$ cat src/sv/grc_pkg.sv
// Shared types, constants and tables for the grid ray-cast column renderer.
// No dependencies; the design files and the bench refer to it by scoped names.
`timescale 1ns / 1ps

package grc_pkg;

    localparam int MAP_SIDE = 16;
    localparam int MAX_ROWS = 64;
    localparam int DIR_W    = 18;
    localparam int QPOS_W   = 27;
    localparam int DIV_N_W  = 24;
    localparam int DIV_D_W  = 9;

    // Register indexes on the configuration port
    localparam logic [2:0] REG_MAP0 = 3'd0;
    localparam logic [2:0] REG_MAP1 = 3'd1;
    localparam logic [2:0] REG_MAP2 = 3'd2;
    localparam logic [2:0] REG_MAP3 = 3'd3;
    localparam logic [2:0] REG_FOV  = 3'd4;
    localparam logic [2:0] REG_COLS = 3'd5;
    localparam logic [2:0] REG_ROWS = 3'd6;
    localparam logic [2:0] REG_MAXS = 3'd7;

    // Map extent in march units (cell = 655360)
    localparam logic signed [QPOS_W-1:0] MAP_EXTENT = QPOS_W'(MAP_SIDE * 655360);
    localparam logic signed [19:0] CORDIC_X0 = 20'sd39797;
    localparam logic [20:0] TAN_NUM = 21'd1000003;
    localparam logic [20:0] TAN_DEN = 21'd100000;

    typedef struct packed {
        logic [255:0] map_bits;
        logic [14:0]  fov;
        logic [7:0]   cols;
        logic [6:0]   rows;
        logic [7:0]   maxs;
    } cfg_t;

    typedef enum logic [3:0] {
        ST_IDLE,
        ST_ANG_SET,
        ST_ANG_DIV,
        ST_COR_SET,
        ST_COR_RUN,
        ST_MARCH,
        ST_EDGE_SET,
        ST_EDGE_RUN,
        ST_CEIL_SET,
        ST_CEIL_DIV,
        ST_ROWS
    } state_t;

    typedef enum logic [3:0] {
        OP_LXVX,
        OP_LYVY,
        OP_LXVY,
        OP_LYVX,
        OP_VXVX,
        OP_VYVY,
        OP_DOTH,
        OP_DOTL,
        OP_CRH,
        OP_CRL
    } edge_op_t;

    typedef enum logic [2:0] {
        GLYPH_BLANK,
        GLYPH_FULL,
        GLYPH_DARK,
        GLYPH_MEDIUM,
        GLYPH_LIGHT,
        GLYPH_HASH,
        GLYPH_X,
        GLYPH_DASH
    } glyph_t;

    // CORDIC arctangent table in binary-angle units
    function automatic logic [13:0] atan_entry(input logic [3:0] i);
        logic [13:0] v;
        case (i)
            4'd0:    v = 14'd8192;
            4'd1:    v = 14'd4836;
            4'd2:    v = 14'd2555;
            4'd3:    v = 14'd1297;
            4'd4:    v = 14'd651;
            4'd5:    v = 14'd326;
            4'd6:    v = 14'd163;
            4'd7:    v = 14'd81;
            4'd8:    v = 14'd41;
            4'd9:    v = 14'd20;
            4'd10:   v = 14'd10;
            4'd11:   v = 14'd5;
            4'd12:   v = 14'd3;
            4'd13:   v = 14'd1;
            4'd14:   v = 14'd1;
            default: v = 14'd0;
        endcase
        return v;
    endfunction

endpackage

$ cat src/sv/grc_regs.sv
// Configuration register file on an APB-style port.
// Depends on grc_pkg (cfg_t, register indexes).
`timescale 1ns / 1ps

module grc_regs (
    input  logic                clk,
    input  logic                rst_n,
    input  logic                psel,
    input  logic                penable,
    input  logic                pwrite,
    input  logic [5:0]          paddr,
    input  logic [63:0]         pwdata,
    output logic [63:0]         prdata,
    output logic                pready,
    output grc_pkg::cfg_t       cfg
);

    logic [63:0] map0_reg, map1_reg, map2_reg, map3_reg;
    logic [14:0] fov_reg;
    logic [7:0]  cols_reg;
    logic [6:0]  rows_reg;
    logic [7:0]  maxs_reg;
    logic [2:0]  idx;
    logic        wr;

    assign idx    = paddr[5:3];
    assign wr     = psel & penable & pwrite;
    assign pready = 1'b1;

    always_ff @(posedge clk or negedge rst_n)
    begin
        if (!rst_n)
        begin
            map0_reg <= '0;
            map1_reg <= '0;
            map2_reg <= '0;
            map3_reg <= '0;
            fov_reg  <= 15'd8192;
            cols_reg <= 8'd120;
            rows_reg <= 7'd40;
            maxs_reg <= 8'd160;
        end
        else if (wr)
        begin
            unique case (idx)
                grc_pkg::REG_MAP0: map0_reg <= pwdata;
                grc_pkg::REG_MAP1: map1_reg <= pwdata;
                grc_pkg::REG_MAP2: map2_reg <= pwdata;
                grc_pkg::REG_MAP3: map3_reg <= pwdata;
                grc_pkg::REG_FOV:  fov_reg  <= pwdata[14:0];
                grc_pkg::REG_COLS: cols_reg <= pwdata[7:0];
                grc_pkg::REG_ROWS: rows_reg <= pwdata[6:0];
                grc_pkg::REG_MAXS: maxs_reg <= pwdata[7:0];
                default: ;
            endcase
        end
    end

    always_comb
    begin
        unique case (idx)
            grc_pkg::REG_MAP0: prdata = map0_reg;
            grc_pkg::REG_MAP1: prdata = map1_reg;
            grc_pkg::REG_MAP2: prdata = map2_reg;
            grc_pkg::REG_MAP3: prdata = map3_reg;
            grc_pkg::REG_FOV:  prdata = {49'd0, fov_reg};
            grc_pkg::REG_COLS: prdata = {56'd0, cols_reg};
            grc_pkg::REG_ROWS: prdata = {57'd0, rows_reg};
            grc_pkg::REG_MAXS: prdata = {56'd0, maxs_reg};
            default:           prdata = '0;
        endcase
    end

    assign cfg.map_bits = {map3_reg, map2_reg, map1_reg, map0_reg};
    assign cfg.fov      = fov_reg;
    assign cfg.cols     = cols_reg;
    assign cfg.rows     = rows_reg;
    assign cfg.maxs     = maxs_reg;

endmodule

$ cat src/sv/grc_div.sv
// Iterative restoring divider, one quotient bit per cycle.
// Depends on grc_pkg (divider widths).
`timescale 1ns / 1ps

module grc_div (
    input  logic                         clk,
    input  logic                         rst_n,
    input  logic                         start,
    input  logic [grc_pkg::DIV_N_W-1:0]  dividend,
    input  logic [grc_pkg::DIV_D_W-1:0]  divisor,
    output logic                         done,
    output logic [grc_pkg::DIV_N_W-1:0]  quot,
    output logic                         rem_nz
);

    localparam int NW = grc_pkg::DIV_N_W;
    localparam int DW = grc_pkg::DIV_D_W;
    localparam int CW = $clog2(NW);

    logic          run_reg, done_reg;
    logic [CW-1:0] cnt_reg;
    logic [DW-1:0] rem_reg, dsr_reg;
    logic [NW-1:0] quo_reg;
    logic [DW:0]   trial, diff;
    logic          ge;

    assign trial = {rem_reg, quo_reg[NW-1]};
    assign ge    = trial >= {1'b0, dsr_reg};
    assign diff  = trial - {1'b0, dsr_reg};

    always_ff @(posedge clk or negedge rst_n)
    begin
        if (!rst_n)
        begin
            run_reg  <= 1'b0;
            done_reg <= 1'b0;
            cnt_reg  <= '0;
        end
        else
        begin
            done_reg <= run_reg && (cnt_reg == CW'(NW - 1));
            if (start)
            begin
                run_reg <= 1'b1;
                cnt_reg <= '0;
            end
            else if (run_reg)
            begin
                cnt_reg <= cnt_reg + 1'b1;
                if (cnt_reg == CW'(NW - 1))
                    run_reg <= 1'b0;
            end
        end
    end

    // shift one dividend bit in per cycle, subtract where it fits
    always_ff @(posedge clk)
    begin
        if (start)
        begin
            rem_reg <= '0;
            quo_reg <= dividend;
            dsr_reg <= divisor;
        end
        else if (run_reg)
        begin
            rem_reg <= ge ? diff[DW-1:0] : trial[DW-1:0];
            quo_reg <= {quo_reg[NW-2:0], ge};
        end
    end

    assign done   = done_reg;
    assign quot   = quo_reg;
    assign rem_nz = rem_reg != '0;

endmodule

$ cat src/sv/grc_cordic.sv
// Iterative CORDIC rotation, one micro-rotation per cycle over a shared shifter.
// Depends on grc_pkg (arctangent table, direction width).
`timescale 1ns / 1ps

module grc_cordic (
    input  logic                              clk,
    input  logic                              rst_n,
    input  logic                              start,
    input  logic [15:0]                       ang,
    output logic                              done,
    output logic signed [grc_pkg::DIR_W-1:0]  lx,
    output logic signed [grc_pkg::DIR_W-1:0]  ly
);

    logic               run_reg, done_reg, neg_reg;
    logic [3:0]         i_reg;
    logic signed [19:0] x_reg, y_reg, x_n, y_n, dx, dy;
    logic signed [17:0] z_reg, z_n, z0, zf, atn;
    logic               neg0;
    logic signed [grc_pkg::DIR_W-1:0] lx_reg, ly_reg;

    // fold into the half turn about zero
    always_comb
    begin
        z0   = {{2{ang[15]}}, ang};
        zf   = z0;
        neg0 = 1'b0;
        if (z0 > 18'sd16384)
        begin
            zf   = z0 - 18'sd32768;
            neg0 = 1'b1;
        end
        else if (z0 < -18'sd16384)
        begin
            zf   = z0 + 18'sd32768;
            neg0 = 1'b1;
        end
    end

    assign dx  = y_reg >>> i_reg;
    assign dy  = x_reg >>> i_reg;
    assign atn = $signed({4'b0, grc_pkg::atan_entry(i_reg)});

    always_comb
    begin
        if (!z_reg[17])
        begin
            x_n = x_reg - dx;
            y_n = y_reg + dy;
            z_n = z_reg - atn;
        end
        else
        begin
            x_n = x_reg + dx;
            y_n = y_reg - dy;
            z_n = z_reg + atn;
        end
    end

    always_ff @(posedge clk or negedge rst_n)
    begin
        if (!rst_n)
        begin
            run_reg  <= 1'b0;
            done_reg <= 1'b0;
            i_reg    <= '0;
        end
        else
        begin
            done_reg <= run_reg && (i_reg == 4'd15);
            if (start)
            begin
                run_reg <= 1'b1;
                i_reg   <= '0;
            end
            else if (run_reg)
            begin
                i_reg <= i_reg + 1'b1;
                if (i_reg == 4'd15)
                    run_reg <= 1'b0;
            end
        end
    end

    always_ff @(posedge clk)
    begin
        if (start)
        begin
            x_reg   <= grc_pkg::CORDIC_X0;
            y_reg   <= '0;
            z_reg   <= zf;
            neg_reg <= neg0;
        end
        else if (run_reg)
        begin
            x_reg <= x_n;
            y_reg <= y_n;
            z_reg <= z_n;
            if (i_reg == 4'd15)
            begin
                lx_reg <= neg_reg ? grc_pkg::DIR_W'(-y_n) : grc_pkg::DIR_W'(y_n);
                ly_reg <= neg_reg ? grc_pkg::DIR_W'(-x_n) : grc_pkg::DIR_W'(x_n);
            end
        end
    end

    assign done = done_reg;
    assign lx   = lx_reg;
    assign ly   = ly_reg;

endmodule

$ cat src/sv/grc_edge.sv
// Tile-edge test: one shared registered multiplier stepped through ten
// products per corner over the four corners. Depends on grc_pkg.
`timescale 1ns / 1ps

module grc_edge (
    input  logic                              clk,
    input  logic                              rst_n,
    input  logic                              start,
    input  logic [3:0]                        cx,
    input  logic [3:0]                        cy,
    input  logic [15:0]                       px,
    input  logic [15:0]                       py,
    input  logic signed [grc_pkg::DIR_W-1:0]  lx,
    input  logic signed [grc_pkg::DIR_W-1:0]  ly,
    output logic                              done,
    output logic                              edge_hit
);

    logic               run_reg, phase_reg, done_reg;
    logic [1:0]         k_reg;
    grc_pkg::edge_op_t  op_reg, op_succ;
    logic signed [43:0] prod_reg;
    logic signed [35:0] dot_reg, cr_reg, cr_abs;
    logic [34:0]        d2_reg;
    logic [55:0]        lhs_reg, rhs_reg, lhs_fin;
    logic [34:0]        best_d_reg, sec_d_reg;
    logic               best_n_reg, sec_n_reg, sec_v_reg;
    logic [4:0]         cxk, cyk;
    logic signed [17:0] vx, vy;
    logic signed [21:0] op_a, op_b;
    logic               near_k;

    assign cxk = {1'b0, cx} + {4'b0, k_reg[1]};
    assign cyk = {1'b0, cy} + {4'b0, k_reg[0]};
    assign vx  = $signed({1'b0, cxk, 12'b0}) - $signed({2'b0, px});
    assign vy  = $signed({1'b0, cyk, 12'b0}) - $signed({2'b0, py});
    assign cr_abs = cr_reg[35] ? -cr_reg : cr_reg;

    always_comb
    begin
        case (op_reg)
            grc_pkg::OP_LXVX: begin op_a = 22'(lx); op_b = 22'(vx); end
            grc_pkg::OP_LYVY: begin op_a = 22'(ly); op_b = 22'(vy); end
            grc_pkg::OP_LXVY: begin op_a = 22'(lx); op_b = 22'(vy); end
            grc_pkg::OP_LYVX: begin op_a = 22'(ly); op_b = 22'(vx); end
            grc_pkg::OP_VXVX: begin op_a = 22'(vx); op_b = 22'(vx); end
            grc_pkg::OP_VYVY: begin op_a = 22'(vy); op_b = 22'(vy); end
            grc_pkg::OP_DOTH:
            begin
                op_a = $signed({5'b0, dot_reg[33:17]});
                op_b = $signed({1'b0, grc_pkg::TAN_NUM});
            end
            grc_pkg::OP_DOTL:
            begin
                op_a = $signed({5'b0, dot_reg[16:0]});
                op_b = $signed({1'b0, grc_pkg::TAN_NUM});
            end
            grc_pkg::OP_CRH:
            begin
                op_a = $signed({5'b0, cr_abs[33:17]});
                op_b = $signed({1'b0, grc_pkg::TAN_DEN});
            end
            default:
            begin
                op_a = $signed({5'b0, cr_abs[16:0]});
                op_b = $signed({1'b0, grc_pkg::TAN_DEN});
            end
        endcase
    end

    always_comb
    begin
        unique case (op_reg)
            grc_pkg::OP_LXVX: op_succ = grc_pkg::OP_LYVY;
            grc_pkg::OP_LYVY: op_succ = grc_pkg::OP_LXVY;
            grc_pkg::OP_LXVY: op_succ = grc_pkg::OP_LYVX;
            grc_pkg::OP_LYVX: op_succ = grc_pkg::OP_VXVX;
            grc_pkg::OP_VXVX: op_succ = grc_pkg::OP_VYVY;
            grc_pkg::OP_VYVY: op_succ = grc_pkg::OP_DOTH;
            grc_pkg::OP_DOTH: op_succ = grc_pkg::OP_DOTL;
            grc_pkg::OP_DOTL: op_succ = grc_pkg::OP_CRH;
            grc_pkg::OP_CRH:  op_succ = grc_pkg::OP_CRL;
            default:          op_succ = grc_pkg::OP_LXVX;
        endcase
    end

    assign lhs_fin = lhs_reg + {17'b0, prod_reg[38:0]};
    assign near_k  = !dot_reg[35] && (dot_reg != '0) && (lhs_fin < rhs_reg);

    always_ff @(posedge clk or negedge rst_n)
    begin
        if (!rst_n)
        begin
            run_reg   <= 1'b0;
            phase_reg <= 1'b0;
            done_reg  <= 1'b0;
            k_reg     <= '0;
            op_reg    <= grc_pkg::OP_LXVX;
            sec_v_reg <= 1'b0;
        end
        else
        begin
            done_reg <= 1'b0;
            if (start)
            begin
                run_reg   <= 1'b1;
                phase_reg <= 1'b0;
                k_reg     <= '0;
                op_reg    <= grc_pkg::OP_LXVX;
                sec_v_reg <= 1'b0;
            end
            else if (run_reg)
            begin
                phase_reg <= ~phase_reg;
                if (phase_reg)
                begin
                    op_reg <= op_succ;
                    if (op_reg == grc_pkg::OP_CRL)
                    begin
                        k_reg <= k_reg + 1'b1;
                        if (k_reg == 2'd0)
                            sec_v_reg <= 1'b0;
                        else if (k_reg == 2'd1 || d2_reg < best_d_reg ||
                                 d2_reg < sec_d_reg)
                            sec_v_reg <= 1'b1;
                        if (k_reg == 2'd3)
                        begin
                            run_reg  <= 1'b0;
                            done_reg <= 1'b1;
                        end
                    end
                end
            end
        end
    end

    // datapath: multiply on the first phase, accumulate on the second
    always_ff @(posedge clk)
    begin
        if (run_reg && !phase_reg)
            prod_reg <= op_a * op_b;
        if (run_reg && phase_reg)
        begin
            case (op_reg)
                grc_pkg::OP_LXVX: dot_reg <= prod_reg[35:0];
                grc_pkg::OP_LYVY: dot_reg <= dot_reg + $signed(prod_reg[35:0]);
                grc_pkg::OP_LXVY: cr_reg  <= prod_reg[35:0];
                grc_pkg::OP_LYVX: cr_reg  <= cr_reg - $signed(prod_reg[35:0]);
                grc_pkg::OP_VXVX: d2_reg  <= prod_reg[34:0];
                grc_pkg::OP_VYVY: d2_reg  <= d2_reg + prod_reg[34:0];
                grc_pkg::OP_DOTH: rhs_reg <= {prod_reg[38:0], 17'b0};
                grc_pkg::OP_DOTL: rhs_reg <= rhs_reg + {17'b0, prod_reg[38:0]};
                grc_pkg::OP_CRH:  lhs_reg <= {prod_reg[38:0], 17'b0};
                default:
                begin
                    // insert this corner into the nearest-two ranking
                    if (k_reg == 2'd0 || d2_reg < best_d_reg)
                    begin
                        sec_d_reg  <= best_d_reg;
                        sec_n_reg  <= best_n_reg;
                        best_d_reg <= d2_reg;
                        best_n_reg <= near_k;
                    end
                    else if (!sec_v_reg || d2_reg < sec_d_reg)
                    begin
                        sec_d_reg <= d2_reg;
                        sec_n_reg <= near_k;
                    end
                end
            endcase
        end
    end

    assign done     = done_reg;
    assign edge_hit = best_n_reg | sec_n_reg;

endmodule

$ cat src/sv/grid_ray_cast_column_renderer.sv
// Top level of the grid ray-cast column renderer: sequencer, march datapath
// and row output. Depends on grc_pkg, grc_regs, grc_div, grc_cordic, grc_edge.
//
//  channel   | signals                                   | transfer when
//  ----------+-------------------------------------------+--------------------------
//  command   | start, pos_x, pos_y, view_angle, column   | start high, busy low
//  result    | valid, row, glyph, wall_steps, last       | every cycle valid is high
//  config    | psel, penable, pwrite, paddr, pwdata      | psel&penable&pwrite&pready
//
// One column runs, in order, the ray-angle division, the 16-iteration CORDIC,
// n march steps (n being the steps taken), the edge test when the ray stops
// on a wall (four corners of ten products on the one edge multiplier), the
// ceiling division and the rows. Both divisions take 24 iterations each.
// busy stays high from the command transfer until the cycle in which the last
// row is shown; a new command may transfer in that cycle.
// Rows come out on consecutive cycles, one per cycle; the receiver cannot stall.
// Reset is asynchronous and active low; no clearing pass is needed.
`timescale 1ns / 1ps

module grid_ray_cast_column_renderer (
    input  logic        clk,
    input  logic        rst_n,
    input  logic        start,
    input  logic [15:0] pos_x,
    input  logic [15:0] pos_y,
    input  logic [15:0] view_angle,
    input  logic [7:0]  column,
    output logic        busy,
    output logic        valid,
    output logic [5:0]  row,
    output logic [2:0]  glyph,
    output logic [7:0]  wall_steps,
    output logic        last,
    input  logic        psel,
    input  logic        penable,
    input  logic        pwrite,
    input  logic [5:0]  paddr,
    input  logic [63:0] pwdata,
    output logic [63:0] prdata,
    output logic        pready
);

    localparam int QW = grc_pkg::QPOS_W;
    localparam int DW = grc_pkg::DIR_W;

    grc_pkg::cfg_t   cfg;
    grc_pkg::state_t state_reg, state_next;

    // operand and march registers
    logic [15:0]          px_reg, py_reg, va_reg, ang_reg, ang_next;
    logic                 neg_reg;
    logic [23:0]          mag_reg;
    logic signed [QW-1:0] qx_reg, qy_reg, qx_next, qy_next;
    logic [7:0]           steps_reg, steps_next;
    logic [3:0]           cx_reg, cy_reg, cx_next, cy_next;
    logic                 edge_reg, edge_next;
    logic signed [10:0]   ceil_reg, ceil_next;
    logic [5:0]           y_reg, y_next;

    // result registers
    logic       valid_reg, valid_next, last_reg, last_next;
    logic [5:0] row_reg, row_next;
    logic [2:0] glyph_reg, glyph_next;
    logic [7:0] wsteps_reg, wsteps_next;

    // effective configuration
    logic [7:0] cols_eff, maxs_eff;
    logic [6:0] h_eff;

    // shared units
    logic                 div_start, div_done, div_rem_nz;
    logic [23:0]          div_dividend, div_quot;
    logic [8:0]           div_divisor;
    logic                 cor_start, cor_done;
    logic signed [DW-1:0] lx, ly;
    logic                 edge_start, edge_done, edge_hit;

    // accept-time angle numerator
    logic signed [9:0] dcol;
    logic [8:0]        dcol_mag;
    logic [23:0]       num_mag;

    // march step
    logic signed [QW-1:0] qx_step, qy_step;
    logic [7:0]           steps_inc;
    logic                 off_map, wall;
    logic [15:0]          cxm, cym;
    logic [3:0]           cx_step, cy_step;

    // ceiling and rows
    logic [7:0]         ceil_diff;
    logic [14:0]        ceil_mag;
    logic [15:0]        ang_q;
    logic [2:0]         shade;
    logic signed [10:0] ys, floor_row;
    logic [6:0]         rem_rows;
    logic               final_row;

    grc_regs u_regs (
        .clk     (clk),
        .rst_n   (rst_n),
        .psel    (psel),
        .penable (penable),
        .pwrite  (pwrite),
        .paddr   (paddr),
        .pwdata  (pwdata),
        .prdata  (prdata),
        .pready  (pready),
        .cfg     (cfg)
    );

    grc_div u_div (
        .clk      (clk),
        .rst_n    (rst_n),
        .start    (div_start),
        .dividend (div_dividend),
        .divisor  (div_divisor),
        .done     (div_done),
        .quot     (div_quot),
        .rem_nz   (div_rem_nz)
    );

    grc_cordic u_cordic (
        .clk   (clk),
        .rst_n (rst_n),
        .start (cor_start),
        .ang   (ang_reg),
        .done  (cor_done),
        .lx    (lx),
        .ly    (ly)
    );

    grc_edge u_edge (
        .clk      (clk),
        .rst_n    (rst_n),
        .start    (edge_start),
        .cx       (cx_reg),
        .cy       (cy_reg),
        .px       (px_reg),
        .py       (py_reg),
        .lx       (lx),
        .ly       (ly),
        .done     (edge_done),
        .edge_hit (edge_hit)
    );

    // zero counts act as one; rows clamp to the output depth
    assign cols_eff = (cfg.cols == 8'd0) ? 8'd1 : cfg.cols;
    assign maxs_eff = (cfg.maxs == 8'd0) ? 8'd1 : cfg.maxs;
    assign h_eff    = (cfg.rows == 7'd0) ? 7'd1 :
                      (cfg.rows > 7'(grc_pkg::MAX_ROWS)) ? 7'(grc_pkg::MAX_ROWS) : cfg.rows;

    // angle offset numerator (2*column - columns) * fov, sign and magnitude
    assign dcol     = $signed({1'b0, column, 1'b0}) - $signed({2'b0, cols_eff});
    assign dcol_mag = dcol[9] ? 9'(-dcol) : dcol[8:0];
    assign num_mag  = 24'(dcol_mag * cfg.fov);

    // march: advance both axes by one 0.1-cell step
    assign qx_step   = qx_reg + QW'(lx);
    assign qy_step   = qy_reg + QW'(ly);
    assign steps_inc = steps_reg + 8'd1;
    assign off_map   = qx_step[QW-1] || qy_step[QW-1] ||
                       (qx_step >= grc_pkg::MAP_EXTENT) || (qy_step >= grc_pkg::MAP_EXTENT);
    // cell = floor(q / 655360) = floor((q >> 16) / 10), via the reciprocal 205/2048
    assign cxm     = qx_step[23:16] * 8'd205;
    assign cym     = qy_step[23:16] * 8'd205;
    assign cx_step = cxm[14:11];
    assign cy_step = cym[14:11];
    assign wall    = cfg.map_bits[{cy_step, cx_step}];

    // ceiling numerator |h * (n - 20)|
    assign ceil_diff = (steps_reg >= 8'd20) ? (steps_reg - 8'd20) : (8'd20 - steps_reg);
    assign ceil_mag  = 15'(h_eff * ceil_diff);

    // floor division of the angle offset, taken modulo a full turn
    assign ang_q = neg_reg ? (16'(-div_quot) - {15'd0, div_rem_nz}) : div_quot[15:0];

    // wall shade by distance, blank where the ray meets a tile edge
    always_comb
    begin
        if ({steps_reg, 2'b0} <= {2'b0, maxs_eff})
            shade = grc_pkg::GLYPH_FULL;
        else if ({2'b0, steps_reg} + {1'b0, steps_reg, 1'b0} < {2'b0, maxs_eff})
            shade = grc_pkg::GLYPH_DARK;
        else if ({steps_reg, 1'b0} < {1'b0, maxs_eff})
            shade = grc_pkg::GLYPH_MEDIUM;
        else if (steps_reg < maxs_eff)
            shade = grc_pkg::GLYPH_LIGHT;
        else
            shade = grc_pkg::GLYPH_BLANK;
        if (edge_reg)
            shade = grc_pkg::GLYPH_BLANK;
    end

    assign ys        = $signed({5'b0, y_reg});
    assign floor_row = $signed({4'b0, h_eff}) - ceil_reg;
    assign rem_rows  = h_eff - {1'b0, y_reg};
    assign final_row = {1'b0, y_reg} == (h_eff - 7'd1);

    // next state
    always_comb
    begin
        state_next = state_reg;
        unique case (state_reg)
            grc_pkg::ST_IDLE:     if (start) state_next = grc_pkg::ST_ANG_SET;
            grc_pkg::ST_ANG_SET:  state_next = grc_pkg::ST_ANG_DIV;
            grc_pkg::ST_ANG_DIV:  if (div_done) state_next = grc_pkg::ST_COR_SET;
            grc_pkg::ST_COR_SET:  state_next = grc_pkg::ST_COR_RUN;
            grc_pkg::ST_COR_RUN:  if (cor_done) state_next = grc_pkg::ST_MARCH;
            grc_pkg::ST_MARCH:
            begin
                if (off_map)
                    state_next = grc_pkg::ST_CEIL_SET;
                else if (wall)
                    state_next = grc_pkg::ST_EDGE_SET;
                else if (steps_inc == maxs_eff)
                    state_next = grc_pkg::ST_CEIL_SET;
            end
            grc_pkg::ST_EDGE_SET: state_next = grc_pkg::ST_EDGE_RUN;
            grc_pkg::ST_EDGE_RUN: if (edge_done) state_next = grc_pkg::ST_CEIL_SET;
            grc_pkg::ST_CEIL_SET: state_next = grc_pkg::ST_CEIL_DIV;
            grc_pkg::ST_CEIL_DIV: if (div_done) state_next = grc_pkg::ST_ROWS;
            grc_pkg::ST_ROWS:     if (final_row) state_next = grc_pkg::ST_IDLE;
            default:              state_next = grc_pkg::ST_IDLE;
        endcase
    end

    // unit controls decoded from the state
    always_comb
    begin
        div_start    = 1'b0;
        cor_start    = 1'b0;
        edge_start   = 1'b0;
        div_dividend = mag_reg;
        div_divisor  = {cols_eff, 1'b0};
        unique case (state_reg)
            grc_pkg::ST_ANG_SET:  div_start = 1'b1;
            grc_pkg::ST_COR_SET:  cor_start = 1'b1;
            grc_pkg::ST_EDGE_SET: edge_start = 1'b1;
            grc_pkg::ST_CEIL_SET:
            begin
                div_start    = 1'b1;
                div_dividend = {9'd0, ceil_mag};
                div_divisor  = {steps_reg, 1'b0};
            end
            default: ;
        endcase
    end

    assign busy = state_reg != grc_pkg::ST_IDLE;

    // datapath next values
    always_comb
    begin
        ang_next    = ang_reg;
        qx_next     = qx_reg;
        qy_next     = qy_reg;
        steps_next  = steps_reg;
        cx_next     = cx_reg;
        cy_next     = cy_reg;
        edge_next   = edge_reg;
        ceil_next   = ceil_reg;
        y_next      = y_reg;
        valid_next  = 1'b0;
        row_next    = row_reg;
        glyph_next  = glyph_reg;
        wsteps_next = wsteps_reg;
        last_next   = 1'b0;
        case (state_reg)
            grc_pkg::ST_ANG_DIV:
                if (div_done)
                    ang_next = va_reg + ang_q;
            grc_pkg::ST_COR_RUN:
            begin
                // start of march: q = pos * 160
                qx_next    = QW'({px_reg, 7'b0}) + QW'({px_reg, 5'b0});
                qy_next    = QW'({py_reg, 7'b0}) + QW'({py_reg, 5'b0});
                steps_next = 8'd0;
                edge_next  = 1'b0;
            end
            grc_pkg::ST_MARCH:
            begin
                qx_next    = qx_step;
                qy_next    = qy_step;
                steps_next = off_map ? maxs_eff : steps_inc;
                cx_next    = cx_step;
                cy_next    = cy_step;
            end
            grc_pkg::ST_EDGE_RUN:
                if (edge_done)
                    edge_next = edge_hit;
            grc_pkg::ST_CEIL_DIV:
                if (div_done)
                begin
                    // toward zero: negate the magnitude quotient when short
                    ceil_next = (steps_reg < 8'd20) ? 11'(-div_quot) : div_quot[10:0];
                    y_next    = 6'd0;
                end
            grc_pkg::ST_ROWS:
            begin
                valid_next  = 1'b1;
                row_next    = y_reg;
                wsteps_next = steps_reg;
                last_next   = final_row;
                y_next      = y_reg + 6'd1;
                if (ys < ceil_reg)
                    glyph_next = grc_pkg::GLYPH_BLANK;
                else if (ys > ceil_reg && ys <= floor_row)
                    glyph_next = shade;
                else if ({rem_rows, 3'b0} < {3'b0, h_eff})
                    glyph_next = grc_pkg::GLYPH_HASH;
                else if ({1'b0, rem_rows, 2'b0} < {3'b0, h_eff})
                    glyph_next = grc_pkg::GLYPH_X;
                else if ({rem_rows, 3'b0} < ({3'b0, h_eff} + {2'b0, h_eff, 1'b0}))
                    glyph_next = grc_pkg::GLYPH_DASH;
                else
                    glyph_next = grc_pkg::GLYPH_BLANK;
            end
            default: ;
        endcase
    end

    always_ff @(posedge clk or negedge rst_n)
    begin
        if (!rst_n)
        begin
            state_reg <= grc_pkg::ST_IDLE;
            valid_reg <= 1'b0;
            last_reg  <= 1'b0;
        end
        else
        begin
            state_reg <= state_next;
            valid_reg <= valid_next;
            last_reg  <= last_next;
        end
    end

    // hold the command payload from the transfer onwards
    always_ff @(posedge clk)
    begin
        if (state_reg == grc_pkg::ST_IDLE && start)
        begin
            px_reg  <= pos_x;
            py_reg  <= pos_y;
            va_reg  <= view_angle;
            neg_reg <= dcol[9];
            mag_reg <= num_mag;
        end
        ang_reg    <= ang_next;
        qx_reg     <= qx_next;
        qy_reg     <= qy_next;
        steps_reg  <= steps_next;
        cx_reg     <= cx_next;
        cy_reg     <= cy_next;
        edge_reg   <= edge_next;
        ceil_reg   <= ceil_next;
        y_reg      <= y_next;
        row_reg    <= row_next;
        glyph_reg  <= glyph_next;
        wsteps_reg <= wsteps_next;
    end

    assign valid      = valid_reg;
    assign row        = row_reg;
    assign glyph      = glyph_reg;
    assign wall_steps = wsteps_reg;
    assign last       = last_reg;

endmodule

$ cat config.mk
export PLATFORM = sky130hd
export DESIGN_NAME = grid_ray_cast_column_renderer
export DESIGN_NICKNAME = d
export VERILOG_FILES = /design/src/sv/grc_pkg.sv /design/src/sv/grc_regs.sv /design/src/sv/grc_div.sv /design/src/sv/grc_cordic.sv /design/src/sv/grc_edge.sv /design/src/sv/grid_ray_cast_column_renderer.sv
export SDC_FILE = /design/constraint.sdc
export NUM_CORES = 2
export LEC_CHECK = 0
export ABC_AREA = 1
export BUFFER_PORTS_ARGS = -buffer_cell sky130_fd_sc_hd__buf_2
export CORE_ASPECT_RATIO = 0.8
export CORE_MARGIN = 2
export CORE_UTILIZATION = 50
export CTS_BUF_LIST = sky130_fd_sc_hd__clkbuf_4 sky130_fd_sc_hd__clkbuf_8 sky130_fd_sc_hd__clkbuf_16
export CTS_CLUSTER_DIAMETER = 50
export DETAILED_ROUTE_END_ITERATION = 8
export PLACE_DENSITY_LB_ADDON = 0.05
export SYNTH_ARGS = -nofsm -noshare
export SYNTH_HDL_FRONTEND = slang
export SYNTH_HIERARCHICAL = 1
export SYNTH_SLANG_ARGS = --single-unit
$ cat constraint.sdc
create_clock -name clk -period 23.2 [get_ports clk]
set_clock_uncertainty 0.1 [all_clocks]
set_input_delay 1.16 -clock clk [delete_from_list [all_inputs] [get_ports clk]]
set_output_delay 1.16 -clock clk [all_outputs]
set_load 0.05 [all_outputs]
==> flow_metrics.tcl <==
set metrics [dict create \
    status "completed" \
    met3_usage_pct 6.758 \
    critPathMaxStageDelay_ns 1.05 \
    syn-mean-instance-area_sq_um 7.581 \
    dieArea_sq_um 198200 \
    final_common_cell "nand2_1" \
    globalRouteMet2Util_pct 46.71 \
    critPathSlowestCell "nor3_2" \
    fin_crit_ns 10.50 \
    setup_viol 0 \
    ys_seq_elements 967 \
    routabilityCongestion 1.004 \
    vias 89065 \
    track_usage_pct 33.53 \
    io_buffers 212 \
    drv_cap 0 \
    grt-busiest-layer "met1" \
    hold_path_class "input pin to async pin" \
    seq_area_sq_um 26940 \
    cts_tree "done" \
    fin_nets 14544 \
    hpwl_microns 261200 \
    ctsHoldBuffers 0 \
    wl_per_cell_microns 21.47 \
    synthToLayoutAreaGrowth_pct 8.854 \
    fillCellCount 18628 \
    power_leakage_nw 51.78 \
    tightest_slew_ns 1.315 \
    post_dp_cell_area_sq_um 101000 \
    finalHoldViolations 0 \
    synth.distinct_cells 83 \
    layout_common_cells "nand2_1, inv_1, nor2_1" \
    fin_tns_setup_ns 0 \
    worst-setup-path-type "flop to flop" \
    drc 0 \
    synthesis.instances 12839 \
    cts_buffers 139 \
    mappedNetlistNets 14426 \
    ys.flop_type "edfxtp_1" \
    clk_latency_ns 0.82 \
    htree_levels 4 \
    drt-pass1-iter-count 6 \
    max-clock-path-buffers 3 \
    grt_overflow 0 \
    slew_violations 0 \
    totalWireLength_microns 335900 \
    cp_data_arrival_time_ns 10.89 \
    peakVddDrop_v 0.0004217 \
    max_freq_mhz 95.25 \
    synth_top_area_share_pct 18.36 \
    globalRouteMet1Util_pct 52.35 \
    p_per_area_nw_per_um2 143.6 \
    crit_fanout 42 \
    vias_per_cell 5.694 \
    rows 144 \
    synth-seq-area-share_pct 27.68 \
    core-area_sq_um 193000 \
    antenna_left 0 \
    worst_ep_required_time_ns 23.59 \
    critPathLaunchType "flop" \
    drive_gt1_share_pct 6.403 \
    critPathCaptureType "flop" \
    fp.dieH_microns 398.6 \
    cts_sinks 967 \
    path_clk_slew_ns 0.06 \
    grt_pass1_wl_microns 512300 \
    synth_area_sq_um 97340 \
    postCtsSetupRepairBufs 0 \
    cp_num_buf_inv 8 \
    synthArstFlopShare_pct 33.40 \
    root_buffer "clkbuf_16" \
    stdcell_area_sq_um 106000 \
    multiInputGateArea_sq_um 61140 \
    grt_max_degree 96 \
    slew_headroom_pct 11.87 \
    cp_top_family "adder cells" \
    ys_warn_count 6 \
    antenna_found_initial 23 \
    fin_crit_sh_pct 45.25 \
    drtIter0Drc 9733 \
    synth_edf_count 595 \
    die_w_microns 497.3 \
    synth_top_area_cell "edfxtp_1" \
    grt_setup_unrepaired "false" \
    ys_top_cells_by_area "edfxtp_1, fa_1, nand2_1" \
    cts_resized 0 \
    ios 217 \
    first_global_vias 84410 \
    initial_utilization_pct 50.44 \
]
==> cells by family (layout without fill, tap and decap cells) <==
kind of cell / count (synthesis) / after routing / synth area share, %
flops: 967 / 967 / 27.68
mux: 1 / 1 / 0.01157
fa+ha+maj: 1455 / 1455 / 23.13
buf+inv: 2405 / 2639 / 9.693
simple gates: 5522 / 5522 / 24.04
compound gates: 2050 / 2050 / 11.49
other cells: 2 / 17 / 0.007715
xor+xnor: 437 / 437 / 3.948
==> stage by stage <==
| stage | setup slack [ns] | cells | utilization [%] | hold slack [ns] | total power [mW] |
|---|---|---|---|---|---|
| global placement | 12.94 | 15370 | 52.32 | 0.3641 | 12.63 |
| global route | 12.21 | 15635 | 54.90 | 0.2609 | 16.53 |
| detailed placement | 12.91 | 15370 | 52.32 | 0.3761 | 12.60 |
| finish | 12.70 | 15643 | 54.91 | 0.2043 | 15.21 |
| floorplan | 14.64 | 12839 | - | 0.3488 | 9.491 |
| CTS | 12.87 | 15627 | 54.89 | 0.2157 | 15.05 |
==> report_power, final <==
| group | total [mW] | internal (mW) | switching, mW |
|---|---|---|---|
| sequential | 2.67 | 2.45 | 0.212 |
| clock | 2.25 | 1.32 | 0.930 |
| combinational | 10.3 | 3.45 | 6.84 |
| total | 15.2 | 7.23 | 7.98 |
==> path summary, 6_finish.rpt <==
check / startpoint / to / slack (ns) / cells after the start
setup / recovery: u_edge/op_reg[0]$_DFFE_PN0P_ / u_edge/prod_reg[38]$_DFFE_PP_ / 12.70 / 30
hold / removal: rst_n / u_regs/map1_reg[43]$_DFFE_PN0P_ / 0.20 / 1
setup reg to reg: u_edge/op_reg[0]$_DFFE_PN0P_ / u_edge/prod_reg[38]$_DFFE_PP_ / 12.70 / 30
hold reg to reg: u_div/rem_reg[2]$_SDFFE_PP0P_ / u_div/rem_reg[2]$_SDFFE_PP0P_ / 0.39 / 2
max in group asynchronous: rst_n / u_edge/op_reg[0]$_DFFE_PN0P_ / 21.32 / 2
min in group clk: u_div/rem_reg[2]$_SDFFE_PP0P_ / u_div/rem_reg[2]$_SDFFE_PP0P_ / 0.39 / 2
==> layer usage <==
metal,share of wire (%),routed length (microns)
met1,48,160500
met2,39,132600
met3,10,34240
met4,2.5,8416
met5,0.015,50
==> worst reg2reg max path: cells and delay by family, from the launching register on <==
family	cells	cell delay [ns]
buf+inv	8	1.69
fa+ha+maj	9	4.28
flops	1	0.41
simple gates	8	2.48
xor+xnor	1	0.20
compound gates	4	1.04
==> Yosys cell counts, drive strengths merged, types with 11 or more instances <==
library cell and n:
xnor2 138, nor4 49, o21ai 1051, clkbuf 148
a21oi 644, inv 2038, xor2 299, o22ai 41
clkinv 11, nand2 3097, o2111ai 12, a31oi 51
nand3b 35, nand3 819, o21bai 47, ha 881
o21a 30, dfrtp 314, nor2 1042, a21o 45
buf 208, fa 574, o211ai 34, a211oi 13
dfxtp 49, nand4 240, o31ai 23, edfxtp 595
a21boi 11, nor3 125, or2 93
==> final cells by class <==
type | count | share of cell area, %
diodes | 15 | 0.03543
clock buffers | 164 | 3.530
clock inverters | 93 | 1.151
inverters | 2049 | 7.264
multi-input cells | 9467 | 57.71
flip-flops and latches | 967 | 25.43
well taps | 2555 | 3.017
repair buffers | 333 | 1.868
(Power assumes the default switching activity.)
